`config.mk`:
```
export PLATFORM = sky130hd
export DESIGN_NAME = edp_div
export DESIGN_NICKNAME = d
export VERILOG_FILES = /design/src/design/edp_pkg.sv /design/src/design/edp_div.sv
export SDC_FILE = /design/constraint.sdc
export NUM_CORES = 1
export LEC_CHECK = 0
export ABC_AREA = 1
export BUFFER_PORTS_ARGS = -buffer_cell sky130_fd_sc_hd__buf_2
export CAP_MARGIN = 20
export CELL_PAD_IN_SITES_DETAIL_PLACEMENT = 0
export CELL_PAD_IN_SITES_GLOBAL_PLACEMENT = 1
export CORE_ASPECT_RATIO = 0.8
export CORE_UTILIZATION = 28
export DETAILED_ROUTE_END_ITERATION = 8
export MAX_ROUTING_LAYER = met4
export PLACE_DENSITY = 0.73
export SETUP_SLACK_MARGIN = 0.15
export SYNTH_ARGS = -nofsm -noshare
export SYNTH_HDL_FRONTEND = slang
export SYNTH_SLANG_ARGS = --single-unit
```
`constraint.sdc`:
```
create_clock -name clk -period 7.6 [get_ports clk]
set_input_delay 1.52 -clock clk [delete_from_list [all_inputs] [get_ports clk]]
set_output_delay 1.52 -clock clk [all_outputs]
set_load 0.05 [all_outputs]
```
`src/design/edp_pkg.sv`:
```
package edp_pkg;

	// Point capacity of the distance store and the permutation.
	localparam int PTS   = 64;
	localparam int IW    = $clog2(PTS);      // point index
	localparam int CW    = IW + 1;           // point count, holds PTS itself
	localparam int AW    = 2 * IW;           // distance store address
	localparam int DW    = 32;               // distance, Q16.16
	localparam int ACC_W = DW + AW;          // raw pair sum
	localparam int SW    = 56;               // signed sums and products
	localparam int EW    = 48;               // energy, Q32.16
	localparam int LW    = 31;               // random generator state
	localparam int REQ_W = 2;
	localparam int BLK_W = 2;
	localparam int CFG_W = 31;
	localparam int CIX_W = 2;
	localparam int N_W   = 6;                // group size registers

	localparam logic [LW-1:0] LCG_MUL = LW'(1103515245);
	localparam logic [LW-1:0] LCG_ADD = LW'(12345);

	// Request codes.
	localparam logic [REQ_W-1:0] REQ_LOAD = 2'd0;
	localparam logic [REQ_W-1:0] REQ_BASE = 2'd1;
	localparam logic [REQ_W-1:0] REQ_PERM = 2'd2;

	// Distance block codes.
	localparam logic [BLK_W-1:0] BLK_11 = 2'd0;
	localparam logic [BLK_W-1:0] BLK_12 = 2'd1;
	localparam logic [BLK_W-1:0] BLK_22 = 2'd2;

	// Configuration register indexes.
	localparam logic [CIX_W-1:0] CFG_N1   = 2'd0;
	localparam logic [CIX_W-1:0] CFG_N2   = 2'd1;
	localparam logic [CIX_W-1:0] CFG_SEED = 2'd2;

	typedef struct packed {
		logic          start;
		logic          short_mode;   // LW-bit dividend, remainder only
		logic [SW-1:0] dividend;
		logic [CW-1:0] divisor;
	} div_req_t;

	typedef struct packed {
		logic          done;
		logic [SW-1:0] quotient;
		logic [CW-1:0] remainder;
	} div_rsp_t;

endpackage

```
`src/design/edp_div.sv`:
```
module edp_div (
	input  logic               clk,
	input  logic               arst_n,
	input  edp_pkg::div_req_t  req,
	output edp_pkg::div_rsp_t  rsp
);
	import edp_pkg::*;

	localparam int CNT_W = $clog2(SW + 1);

	logic [SW-1:0]    quo_q;
	logic [CW-1:0]    rem_q;
	logic [CW-1:0]    div_q;
	logic [CNT_W-1:0] cnt_q;
	logic             done_q;
	logic [CW:0]      trial;
	logic             ge;

	// One quotient bit per cycle: shift in the next dividend bit, subtract if it fits.
	assign trial = {rem_q, quo_q[SW-1]};
	assign ge    = trial >= {1'b0, div_q};

	always_ff @(posedge clk or negedge arst_n) begin
		if (!arst_n) begin
			cnt_q  <= '0;
			done_q <= 1'b0;
		end else begin
			done_q <= (cnt_q == CNT_W'(1));
			if (req.start) begin
				cnt_q <= req.short_mode ? CNT_W'(LW) : CNT_W'(SW);
			end else if (cnt_q != '0) begin
				cnt_q <= cnt_q - CNT_W'(1);
			end
		end
	end

	always_ff @(posedge clk) begin
		if (req.start) begin
			quo_q <= req.short_mode ? {req.dividend[LW-1:0], {(SW-LW){1'b0}}} : req.dividend;
			rem_q <= '0;
			div_q <= req.divisor;
		end else if (cnt_q != '0) begin
			quo_q <= {quo_q[SW-2:0], ge};
			rem_q <= ge ? CW'(trial - {1'b0, div_q}) : CW'(trial);
		end
	end

	assign rsp.done      = done_q;
	assign rsp.quotient  = quo_q;
	assign rsp.remainder = rem_q;

endmodule

```
# ---- Yosys cells after proc, flatten, opt, wreduce, memory -nomap -nowiden
# Index checks and enable logic that the tools add are counted.
dict set report totals {
  register_bits 77
  in_bits 67
  output_inout_bits 64
  word_cells 18
}
dict set report classes {
  n_addsub 2
  order_cmp 1
  eq_ne 1
  muxes 7
  reduce_logical 2
}
# op n
set ops {}
lappend ops {{$mux 56} 3}
lappend ops {{$mux 6} 3}
lappend ops {{$ge 8x7->1} 1}
lappend ops {{$mux 7} 1}
lappend ops {{$sub 7x7->7} 1}
lappend ops {{$eq 6x1->1 const B} 1}
lappend ops {{$reduce_bool 6->1} 1}
lappend ops {{$sub 6x1->6 const B} 1}
lappend ops {{$reduce_bool 2->1} 1}

# ---- Depth between registers and ports, before layout
dict set report logic_depth {
  depth_word 3
  depth_mapped 12
  mapped_depth_nobuf 12
}

# ---- Worst setup path before layout
# Ideal clock, no wire load.
dict set report synth_timing {
  kind {in2reg}
  from {in req[64] in the netlist's numbering}
  to {reg quo_q[0], enable pin}
  setup_time_ps 412
  arrival_time_ps 2700
  t_required_ps 7188
  path_slack_ps 4488
  cell_stages 2
  cell_sequence {nor2_4 inv_1}
}
dict set report synth_via {
  elab_chain_len 1
}
# element line
set synth_rtl {}
lappend synth_rtl {{from (decl)} edp_div.sv:4} ;# input edp_pkg::div_req_t req,
lappend synth_rtl {{$reduce_bool 2->1 (no line)} n/a}
lappend synth_rtl {{to (signal assigned)} edp_div.sv:39} ;# quo_q <= req.short_mode ? {req.dividend[LW-1:0], {(SW-LW){1'b0}}} : req.dividend;
lappend synth_rtl {{to (signal assigned)} edp_div.sv:43} ;# quo_q <= {quo_q[SW-2:0], ge};
lappend synth_rtl {{to (decl)} edp_div.sv:11} ;# logic [SW-1:0] quo_q;
# Every way passes these cells.
# A chain may end at the register's enable or synchronous reset.

# ---- Worst setup path in the final report
dict set report layout_timing {
  from {in req[64] in the netlist's numbering}
  to {reg quo_q[26], data pin}
}
dict set report layout_via {
  elab_chain_len 1
}
# element line
set layout_rtl {}
lappend layout_rtl {{$mux 56} edp_div.sv:38} ;# if (req.start) begin
# Every way passes these cells.

==> impl_metrics.tcl <==
set metrics [dict create \
    status "completed" \
    syn_area_per_cell_um2 9.60 \
    wl_per_cell_um 14.7 \
    cts_buffers 9 \
    io_buffers 130 \
    fillers 1443 \
    ys_top_cells_by_area "edfxtp_1, nand2_1, inv_1" \
    critPathMaxStageDelay_ns 0.38 \
    fin_tns_setup_ns 0 \
    synth_cell_type_count 36 \
    final_cells 721 \
    cp_cell_sequence "buf_2 > inv_2 > nor2_8 > inv_2 > o221ai_1" \
    synth.ff_latch_count 77 \
    start_kind "input pin" \
    synth-edff-count 63 \
    dr.pass1.iters 4 \
    insertion_delay_ns 0.33 \
    detailed_place_hpwl_mm 7.65 \
    via_per_inst 4.56 \
    ir_drop_mv 0.103 \
    max-slew-margin-rel_pct 48.2 \
    cts.clk_slew.worst_paths_ns 0.06 \
    critPathKind "in -> reg" \
    ys_warn_count 0 \
    ctsResizeCount 0 \
    slowest_stage "inv_2" \
    max_freq_mhz 350 \
    end_kind "register" \
    synth.largest_area_cell "edfxtp_1" \
    cts_sinks 77 \
    clock_path_buffers 2 \
    vias 3285 \
    clock-skew-final_ns 0.00617 \
    root_buffer "clkbuf_16" \
    start_util_pct 28.8 \
    cp.required_ns 7.76 \
    p_leak_nw 2.38 \
    synthCells 406 \
    row_count 38 \
    core-area_um2 13600 \
    syn_area_um2 3900 \
    die_area_um2 14400 \
    area_delta_synth_final_pct 28.0 \
    grt_pass1_vias 3199 \
    post_cts_buffers 0 \
    tightest_slew_ns 0.777 \
    htreeDepth 3 \
    cpMostUsedCell "inv_2" \
    hold_viol_final 0 \
    maxCapViolCount 0 \
    setup_violations 0 \
    period_needed_ns 2.86 \
    die_h_um 108 \
    synth_top_area_share_pct 48.5 \
    place_inst 703 \
    drt_wl_total_mm 10.6 \
    num_io_pins 131 \
    path_buf_inv 3 \
    antenna_found_initial 1 \
    finalWeightedCongestion 0.842 \
    worstPathArrival_ns 3.01 \
    slew_violations 0 \
    grt_max_degree 62 \
    grt_pass1_wl_mm 16.7 \
    yosysSeqAreaShare_pct 56.6 \
    grt_overflow 0 \
    min_period_over_period_pct 37.6 \
    hold_path_class "reg -> reg" \
    drive_gt1_share_pct 30.0 \
    grtUsageTotal_pct 15.7 \
    die_w_um 134 \
    crit_family "buffers and inverters" \
    nNetsFinal 612 \
    rsz0062_at_grt "false" \
    postRouteAntennaNets 0 \
    cp_max_fo 32 \
    synthFlopType "edfxtp_1" \
    p_per_area_nw_per_um2 281 \
    synthArstFlopShare_pct 9.09 \
    dr.first_iter.drc_count 147 \
    cts_tree "built" \
    synthesis.nets 483 \
    cts_hold_buf 0 \
    drc 0 \
]
==> sequential cells by signal, summed over array words and instances, names as in the netlist <==
signal,flops
quo_q,56
div_q,7
rem_q,7
cnt_q,6
done_q,1
==> final timing paths <==
kind                                       from              endpoint  slack, ns  cells past startpoint
setup reg to reg           cnt_q[0]$_DFFE_PN0P_   quo_q[29]$_DFFE_PP_       5.49                      8
max in group asynchronous                arst_n  cnt_q[5]$_DFFE_PN0P_       6.43                      1
setup / recovery                        req[64]   quo_q[26]$_DFFE_PP_       4.74                      5
hold / removal             cnt_q[2]$_DFFE_PN0P_      done_q$_DFF_PN0_       0.47                      1
min in group asynchronous                arst_n  cnt_q[0]$_DFFE_PN0P_       1.01                      1
hold reg to reg            cnt_q[2]$_DFFE_PN0P_      done_q$_DFF_PN0_       0.47                      1
==> synth_stat cells, types with 2 or more instances <==
cell type    n
nand2_1    133
edfxtp_1    63
inv_1       58
o211ai_1    27
o21ai_1     24
nand3_1     21
ha_1         9
dfrtp_1      7
dfxtp_1      7
nor2_1       7
buf_2        6
clkbuf_1     5
nand3b_1     5
o221ai_2     4
a21oi_1      3
buf_4        2
inv_2        2
nand2_2      2
nand4_1      2
o221ai_1     2
xor2_1       2
==> metal layers <==
| layer | vias up | share of wire (%) | track usage, % |
|---|---|---|---|
| met2 | 119 | 45 | 23.3 |
| met5 | - | 0 | - |
| met3 | 14 | 6.4 | 4.10 |
| met4 | 0 | 2.0 | 6.01 |
| li1 | 1631 | - | - |
| met1 | 1521 | 47 | 20.5 |
==> layout by cell type (no fill, tap or decap), drive strengths merged, types with 4 or more instances in the layout <==
cell	netlist	layout
a21oi	4	4
buf	10	133
clkbuf	5	9
clkinv	0	6
dfrtp	7	7
dfxtp	7	7
edfxtp	63	63
ha	9	9
inv	60	60
nand2	135	135
nand3	22	22
nand3b	5	5
nor2	10	10
o211ai	28	28
o21ai	26	26
o221ai	6	6
==> kinds of logic after synthesis <==
family	share of synthesized area (%)
flops	56.6
fa+ha+maj	3.40
simple gates	19.5
buf+inv	7.80
xor+xnor	0.674
compound gates	12.0
==> metrics by stage <==
stage                     cell area [um2]  setup slack (ns)  hold slack [ns]  util, %  total power, mW
final                                4990              4.74            0.472     36.8             1.40
after CTS                            4970              4.07            0.473     36.7             1.42
after detailed placement             4710              3.70            0.467     34.8             1.03
after floorplan                      3900              4.49            0.427        -            0.911
after global placement               4710              3.76            0.460     34.8             1.02
after global routing                 4990              4.60            0.483     36.8             1.47
==> cell type report <==
type                    count  area (um2)  area share (%)
flip-flops and latches     77        2210            44.2
multi-input cells         254        1390            27.8
repair buffers            133         686            13.7
clock buffers               9         225            4.51
inverters                  60         225            4.51
well taps                 180         225            4.51
clock inverters             7        32.5           0.652
diodes                      1        2.50          0.0501
==> power by group <==
part / switching, mW / leakage (nW) / internal [mW]
clock network: 0.166 / 0.125 / 0.215
registers: 0.0384 / 0.841 / 0.516
logic: 0.331 / 1.42 / 0.135
Power figures use the tool's default switching activity.
